==> src/cqc_pkg.sv <==
// Shared types, constants and the color tensor lookup for the contraction unit.
// Used by the top level, cqc_store, cqc_seq and cqc_mac. Depends on nothing.
package cqc_pkg;

	localparam int DEF_FRAC_BITS = 20;
	localparam int VEC_DEPTH     = 12;
	localparam int PROP_DEPTH    = 144;
	localparam int INT_DEPTH     = 9;
	localparam int ENT_W         = 48;   // {im, re}, Q4.20 each
	localparam int PART_W        = 24;
	localparam int INT_W         = 32;
	localparam int OUT_W         = 48;
	localparam int PROD_W        = INT_W + PART_W;
	localparam int ACC_W         = 64;

	typedef enum logic [1:0] {
		REQ_VEC  = 2'd0,
		REQ_P1   = 2'd1,
		REQ_P2   = 2'd2,
		REQ_COMP = 2'd3
	} req_t;

	typedef enum logic [2:0] {
		ST_IDLE,
		ST_P1,
		ST_WAIT,
		ST_P2,
		ST_FLUSH
	} state_t;

	// Control that travels with one complex product down the pipeline.
	typedef struct packed {
		logic       vld;
		logic       ph2;
		logic       first;
		logic       last;
		logic       neg;
		logic [3:0] dest;
		logic [7:0] oidx;
		logic       olast;
	} ctl_t;

	typedef struct packed {
		logic [1:0] u;
		logic [1:0] w;
		logic       neg;
	} eps_t;

	// The two permutations whose fixed slot holds color x; j picks one.
	// The same pairs serve both contractions.
	function automatic eps_t eps_pick(input logic [1:0] x, input logic j);
		eps_t e;
		e = '{u: 2'd0, w: 2'd1, neg: 1'b0};
		case ({x, j})
			3'b000:  e = '{u: 2'd1, w: 2'd2, neg: 1'b0};
			3'b001:  e = '{u: 2'd2, w: 2'd1, neg: 1'b1};
			3'b010:  e = '{u: 2'd0, w: 2'd2, neg: 1'b1};
			3'b011:  e = '{u: 2'd2, w: 2'd0, neg: 1'b0};
			3'b100:  e = '{u: 2'd0, w: 2'd1, neg: 1'b0};
			3'b101:  e = '{u: 2'd1, w: 2'd0, neg: 1'b1};
			default: e = '{u: 2'd0, w: 2'd1, neg: 1'b0};
		endcase
		return e;
	endfunction

endpackage

==> src/cqc_seq.sv <==
// Sequencer: walks both contractions, one complex product a cycle while adv is high.
// Depends on cqc_pkg.
module cqc_seq (
	input  logic          clk,
	input  logic          arst_n,
	input  logic          start,
	input  logic [1:0]    row,
	input  logic          adv,
	input  logic          busy,
	output logic          idle,
	output cqc_pkg::ctl_t ctl,
	output logic [3:0]    vec_addr,
	output logic [7:0]    p1_addr,
	output logic [7:0]    p2_addr
);
	import cqc_pkg::*;

	state_t     state_q, state_nx;
	logic [1:0] row_q;
	logic [1:0] x_q, y_q, z_q, w_q;
	logic       j_q;
	logic       lst, fst, fin;
	eps_t       e;
	logic [7:0] x8, y8, z8, w8, r8, u8, v8;

	assign x8 = {6'd0, x_q};
	assign y8 = {6'd0, y_q};
	assign z8 = {6'd0, z_q};
	assign w8 = {6'd0, w_q};
	assign r8 = {6'd0, row_q};
	assign u8 = {6'd0, e.u};
	assign v8 = {6'd0, e.w};

	// Phase one: x=a, y=m, z=s. Phase two: x=s2, y=s3, z=n, w=a.
	always_comb begin
		e   = eps_pick((state_q == ST_P2) ? z_q : x_q, j_q);
		fst = 1'b0;
		lst = 1'b0;
		fin = 1'b0;
		ctl = '0;
		vec_addr = '0;
		p1_addr  = '0;
		p2_addr  = '0;
		case (state_q)
			ST_P1: begin
				fst = (z_q == 2'd0) && !j_q;
				lst = (z_q == 2'd3) && j_q;
				fin = lst && x_q == 2'd2 && y_q == 2'd2;
				vec_addr = 4'(z8 * 8'd3 + u8);
				p1_addr  = ((r8 * 8'd3 + y8) * 8'd4 + z8) * 8'd3 + v8;
				ctl = '{vld: 1'b1, ph2: 1'b0, first: fst, last: lst, neg: e.neg,
					dest: 4'(x8 * 8'd3 + y8), oidx: 8'd0, olast: 1'b0};
			end
			ST_P2: begin
				fst = (w_q == 2'd0) && !j_q;
				lst = (w_q == 2'd2) && j_q;
				fin = lst && x_q == 2'd3 && y_q == 2'd3 && z_q == 2'd2;
				p2_addr = ((y8 * 8'd3 + v8) * 8'd4 + x8) * 8'd3 + w8;
				ctl = '{vld: 1'b1, ph2: 1'b1, first: fst, last: lst, neg: e.neg,
					dest: 4'(w8 * 8'd3 + u8),
					oidx: ((r8 * 8'd4 + x8) * 8'd4 + y8) * 8'd3 + z8, olast: fin};
			end
			default: begin
				ctl = '0;
			end
		endcase
	end

	always_comb begin
		state_nx = state_q;
		case (state_q)
			ST_IDLE:  if (start) state_nx = ST_P1;
			ST_P1:    if (adv && fin) state_nx = ST_WAIT;
			ST_WAIT:  if (!busy) state_nx = ST_P2;
			ST_P2:    if (adv && fin) state_nx = ST_FLUSH;
			ST_FLUSH: if (!busy) state_nx = ST_IDLE;
			default:  state_nx = ST_IDLE;
		endcase
	end

	assign idle = (state_q == ST_IDLE);

	always_ff @(posedge clk or negedge arst_n) begin
		if (!arst_n) begin
			state_q <= ST_IDLE;
			row_q   <= '0;
			x_q <= '0; y_q <= '0; z_q <= '0; w_q <= '0; j_q <= 1'b0;
		end else begin
			state_q <= state_nx;
			if (state_q == ST_IDLE || state_q == ST_WAIT) begin
				x_q <= '0; y_q <= '0; z_q <= '0; w_q <= '0; j_q <= 1'b0;
				if (start && state_q == ST_IDLE) row_q <= row;
			end else if (adv && state_q == ST_P1) begin
				j_q <= !j_q;
				if (j_q) begin
					z_q <= z_q + 2'd1;
					if (z_q == 2'd3) begin
						y_q <= (y_q == 2'd2) ? 2'd0 : y_q + 2'd1;
						if (y_q == 2'd2) x_q <= x_q + 2'd1;
					end
				end
			end else if (adv && state_q == ST_P2) begin
				j_q <= !j_q;
				if (j_q) begin
					w_q <= (w_q == 2'd2) ? 2'd0 : w_q + 2'd1;
					if (w_q == 2'd2) begin
						z_q <= (z_q == 2'd2) ? 2'd0 : z_q + 2'd1;
						if (z_q == 2'd2) begin
							y_q <= y_q + 2'd1;
							if (y_q == 2'd3) x_q <= x_q + 2'd1;
						end
					end
				end
			end
		end
	end

endmodule

==> config.mk <==
export PLATFORM = sky130hd
export DESIGN_NAME = cqc_seq
export DESIGN_NICKNAME = d
export VERILOG_FILES = /design/src/cqc_pkg.sv /design/src/cqc_seq.sv
export SDC_FILE = /design/constraint.sdc
export NUM_CORES = 1
export LEC_CHECK = 0
export BUFFER_PORTS_ARGS = -buffer_cell sky130_fd_sc_hd__buf_2
export CAP_MARGIN = 40
export CELL_PAD_IN_SITES_DETAIL_PLACEMENT = 1
export CELL_PAD_IN_SITES_GLOBAL_PLACEMENT = 2
export CORE_MARGIN = 1.5
export CORE_UTILIZATION = 31
export CTS_CLUSTER_DIAMETER = 60
export DETAILED_ROUTE_END_ITERATION = 12
export PLACE_DENSITY_LB_ADDON = 0.1
export SETUP_SLACK_MARGIN = 0.5
export SLEW_MARGIN = 30
export SYNTH_ARGS = -nofsm -noshare
export SYNTH_HDL_FRONTEND = slang
export SYNTH_SLANG_ARGS = --single-unit
==> constraint.sdc <==
create_clock -name clk -period 3.3 [get_ports clk]
set_input_delay 0.165 -clock clk [delete_from_list [all_inputs] [get_ports clk]]
set_output_delay 0.165 -clock clk [all_outputs]
set_load 0.01 [all_outputs]
* After elaboration in Yosys (flattened, before gate mapping) *
Index checks and enable logic that the tools add are counted.

word-level totals
  register bits after elaboration = 14
  input bits = 7
  output and inout port bits = 39
  logic and storage cells = 134

cells by class
  $add $sub $neg = 16
  $mul = 8
  equality and inequality tests = 25
  multiplexer cells = 47
  reduce and logical (&&, ||, !) cells = 31

operators with widths
  cell                   number
  $mux W2                32
  $pmux W18 S2           1
  $pmux W5 S5            1
  $add A7 B2 Y8          3
  $add A8 B2 Y8          3
  $mul A8 B2 Y8 const B  3
  $mul A2 B2 Y4 const B  5
  $mux W8                2
  $add A4 B2 Y5          3
  $mux W3                5
  $pmux W3 S5            1
  $eq A2 B2 Y1 const B   7
  $logic_and A1 B1 Y1    13
  $add A4 B2 Y4          3
  $eq A3 B2 Y1 const B   4
  $ne A3 B3 Y1 const B   4
  $reduce_bool A3 Y1     4
  $ne A2 B2 Y1 const B   5
  $add A2 B1 Y2 const B  4
  $reduce_and A8 Y1      1
  $eq A3 B1 Y1 const B   2
  $eq A3 B3 Y1 const B   2
  $logic_not A3 Y1       2
  $reduce_and A6 Y1      1
  12 further kinds       16

* Depth between registers and ports, before layout *
  word-level depth = 9
  gate-level depth with buffers = 17
  gate-level depth less buffers = 16

* Worst setup path after synthesis *
No wires, ideal clock.

  kind = flip-flop to output port
  start point = reg state_q[2]
  end point = out p2_addr[6]
  arrival = 3.365 ns
  required time = 3.135 ns
  setup slack = -0.230 ns
  stages on the path, launching flop included = 16
  buffers on the path = 0
  cells stage by stage = dfrtp_1 > nand3b_1 > inv_2 > nand2_1 > a21oi_1 > fa_1 > ha_1 > inv_1 > fa_1 > inv_1 > ha_1 > ha_1 > nand2_1 > a211oi_1 > a31oi_1 > o211ai_1

on the way
  longest elaborated chain between the ends = 9
  elaborated cells between the ends (all ways) = 13
  those cells by class = 3 x add/sub; 1 x mul; 5 x eq/ne; 3 x mux; 1 x reduce/logical

ends and longest elaborated chain
  element                                     RTL line                      RTL
  from (decl)                                 cqc_seq.sv:18                 state_t state_q, state_nx;
  from (signal assigned)                      cqc_seq.sv:89                 state_q <= state_nx;
  $eq A3 B2 Y1 (*)                            cqc_seq.sv:36, cqc_seq.sv:44
  $mux W2                                     cqc_seq.sv:36                 e = eps_pick((state_q == ST_P2) ? z_q : x_q, j_q);
  $eq A3 B3 Y1, or another cell as far along  cqc_pkg.sv:54                 case ({x, j})
  $pmux W5 S5                                 cqc_pkg.sv:54
  $add A4 B2 Y5                               cqc_seq.sv:58                 p2_addr = ((y8 * 8'd3 + v8) * 8'd4 + x8) * 8'd3 + w8;
  $add A7 B2 Y8                               cqc_seq.sv:58
  $mul A8 B2 Y8                               cqc_seq.sv:58
  $add A8 B2 Y8                               cqc_seq.sv:58
  $mux W8 (*)                                 cqc_seq.sv:44                 case (state_q)
  to (decl)                                   cqc_seq.sv:14                 output logic [7:0] p2_addr

Mark *: on every way between the ends. The rest lies on a longest branch, timed or not.

* Final worst setup path *
Same ends and word-level chain as after synthesis.

==> flow_metrics.env <==
export IMPL_period_needed_ns=3.754
export IMPL_die_h_um=94.36
export IMPL_die_w_um=94.36
export IMPL_dr_first_iter_drc_count=55
export IMPL_final_common_cell="buf_2"
export IMPL_drt_wirelength_per_cell_um=15.72
export IMPL_postSynthCellCount=297
export IMPL_violations="negative setup slack"
export IMPL_via_per_inst=4.872
export IMPL_io_pins=46
export IMPL_dieArea_mm2=0.008904
export IMPL_r2r_start="w_q[0]$_DFFE_PN0P_"
export IMPL_grt_pass1_vias=2455
export IMPL_numPlacedInstances=464
export IMPL_port_buffers=45
export IMPL_met2WireLength_um=3998
export IMPL_synth_async_reset_ratio_pct=100.0
export IMPL_root_buffer="clkbuf_8"
export IMPL_n_antenna_cell=0
export IMPL_grt_overflow=0
export IMPL_ys_seq_elements=14
export IMPL_antenna_found_initial=0
export IMPL_cp_arrival_ns=3.59
export IMPL_route_antenna_remaining_nets=0
export IMPL_fmax_mhz=266.4
export IMPL_outcome="complete, but fails checks"
export IMPL_crit_buf_inv=4
export IMPL_hp_class="in -> reg"
export IMPL_ys_warn_count=0
export IMPL_dr_pass1_iters=4
export IMPL_drive_gt1_share_pct=43.56
export IMPL_syn2layout_area_growth_pct=44.58
export IMPL_cp_startpoint="state_q[2]$_DFFE_PN0P_"
export IMPL_synth_ff_type="dfrtp_1"
export IMPL_cts_sinks=14
export IMPL_setup_worst_path_start_class="flip-flop"
export IMPL_drt_met1_wl_um=3637
export IMPL_syn_avg_cell_area_um2=8.712
export IMPL_layout_setup_ws_ns=-0.4535
export IMPL_hpwlAfterDp_um=5824
export IMPL_tritoncts="yes"
export IMPL_worst_path_max_fanout=4
export IMPL_fin_skew_ns=0.004467
export IMPL_initial_core_util_pct=31.81
export IMPL_min_delay_start="row[1]"
export IMPL_slowest_stage="fa_1"
export IMPL_core_area_mm2=0.008134
export IMPL_rsz0062_at_grt="true"
export IMPL_ys_seq_area_share_pct=13.54
export IMPL_fin_cells=493
export IMPL_cts_clk_slew_worst_paths_ns=0.06
export IMPL_syn_nets=375
export IMPL_synth_edf_count=0
export IMPL_worstSkewPairLatency_ns=0.24
export IMPL_setup_violations=10
export IMPL_final_net_count=467
export IMPL_required_ns=3.13
export IMPL_rows=33
export IMPL_period_share_pct=113.7
export IMPL_max_clock_path_buffers=2
export IMPL_finalWirelength_um=7749
export IMPL_grt_use_total_pct=17.15
export IMPL_crit_chain="nand3b_1, inv_2, nand2_4, a21oi_4, fa_1, ha_4, inv_2, fa_1, inv_2, ha_4, ha_4, nand2_2, a211oi_2, a31oi_1, o211ai_1, buf_2"
export IMPL_mostFrequentLayoutCells="44 x buf_2, 40 x buf_4, 36 x ha_1, 28 x nor2_1, 25 x inv_1"
export IMPL_path_delay_family="adder cells"
export IMPL_cap_violations=0
export IMPL_htreeDepth=1
export IMPL_design_area_mm2=0.003741
export IMPL_gp_congestion=0.9028
export IMPL_setup_tns_ns=-1.936
export IMPL_place_area_mm2=0.003257
export IMPL_cp_slowest_stage_delay_ns=0.48
export IMPL_highest_layer="met4"
export IMPL_vias=2402
export IMPL_slew_viol_final=0
export IMPL_finalHoldViolCount=0
export IMPL_wl_met3_um=91
export IMPL_tightest_slew_ns=0.4931
export IMPL_grt_max_degree=18
export IMPL_slew_headroom_pct=67.13
export IMPL_cp_end_kind="output pin"
export IMPL_path_class="reg -> out"
export IMPL_cts_made_buffers=3
export IMPL_grt_pass1_wl_um=12020
export IMPL_synth_area_mm2=0.002587
export IMPL_drc_errors=0
export IMPL_utilization_pct=45.99
export IMPL_netlist_cell_type_count=54
registers in the layout, summed over array words and instances, names as in the netlist:
register,flops
row_q,2
z_q,2
j_q,1
y_q,2
w_q,2
x_q,2
state_q,3
metal layers:
layer  up-vias  track usage (%)
li1       1198                -
met1      1175            22.92
met2        27            31.47
met3         2           0.7246
met4         0            1.866
met5         -                0
logic make-up (layout without fill, tap and decap cells):
group | count (synthesis) | in the layout | synth area share (%)
flip-flops | 14 | 14 | 13.54
buffers and inverters | 44 | 135 | 6.819
XOR/XNOR | 7 | 7 | 2.369
adder cells (fa/ha/maj) | 71 | 71 | 38.97
AO/OA/AOI/OAI | 54 | 54 | 13.88
AND/OR/NAND/NOR | 100 | 100 | 21.33
multiplexers | 7 | 7 | 3.095
final timing paths:
| kind | endpoint | slack (ns) | depth (start not counted) |
|---|---|---|---|
| setup / recovery | p2_addr[6] | -0.45 | 16 |
| hold / removal | row_q[1]$_DFFE_PN0P_ | 0.14 | 3 |
| setup reg to reg | x_q[1]$_DFFE_PN0P_ | 1.40 | 7 |
| hold reg to reg | state_q[2]$_DFFE_PN0P_ | 0.66 | 2 |
| max in group asynchronous | y_q[1]$_DFFE_PN0P_ | 2.69 | 2 |
| min in group asynchronous | w_q[1]$_DFFE_PN0P_ | 0.35 | 2 |
synthesized netlist by cell type (2+ instances only):
master | count | area [µm²]
nand2b_1 | 4 | 25.02
mux2i_1 | 5 | 50.05
xor2_1 | 4 | 35.03
nand2_1 | 13 | 48.80
o31ai_1 | 3 | 22.52
nand4b_1 | 3 | 26.28
nor3_1 | 6 | 30.03
nor2b_1 | 12 | 75.07
inv_2 | 2 | 7.510
nand3_1 | 8 | 40.04
a211oi_1 | 5 | 37.54
inv_1 | 32 | 120.1
mux2_4 | 2 | 30.03
o211ai_1 | 3 | 22.52
ha_1 | 55 | 688.2
nand2_2 | 2 | 12.51
and2_1 | 11 | 68.82
dfrtp_1 | 14 | 350.3
fa_1 | 16 | 320.3
a31oi_1 | 3 | 18.77
clkbuf_1 | 3 | 11.26
a21o_1 | 5 | 37.54
a211o_1 | 2 | 17.52
a21oi_1 | 11 | 55.05
o21ai_0 | 12 | 60.06
buf_2 | 4 | 20.02
nor2_1 | 28 | 105.1
xnor2_1 | 3 | 26.28
tightest hold or removal path, stage by stage:
cell and delay (ns):
buf_2 0.08, nand2_1 0.04, o21ai_0 0.06
timing repair:
item	4_1_cts	5_1_grt
endpoints found under the hold margin	14	0
setup endpoints to repair	19	21
pin swaps	29	22
hold buffers	1	0
gates cloned	0	0
setup buffers	15	9
gates resized for setup	35	20
cell type report:
class	count	area (µm²)
Fill cell	956	4393
Multi-Input combinational cell	239	2414
Timing Repair Buffer	96	654.4
Sequential cell	14	352.8
Inverter	35	133.9
Tap cell	105	131.4
Clock buffer	4	55.05
metrics by stage:
step / worst slack [ns] / hold WS, ns
floorplan: -0.01205 / -0.1306
global placement: -0.08567 / 0.08119
detailed placement: -0.1633 / 0.07769
CTS: -0.3726 / 0.1356
global route: -0.6062 / 0.1521
finish: -0.4535 / 0.1395
Power is left out: the tool's default activity adds up to more than one toggle a clock period on the data nets, which glitch-free logic cannot reach.
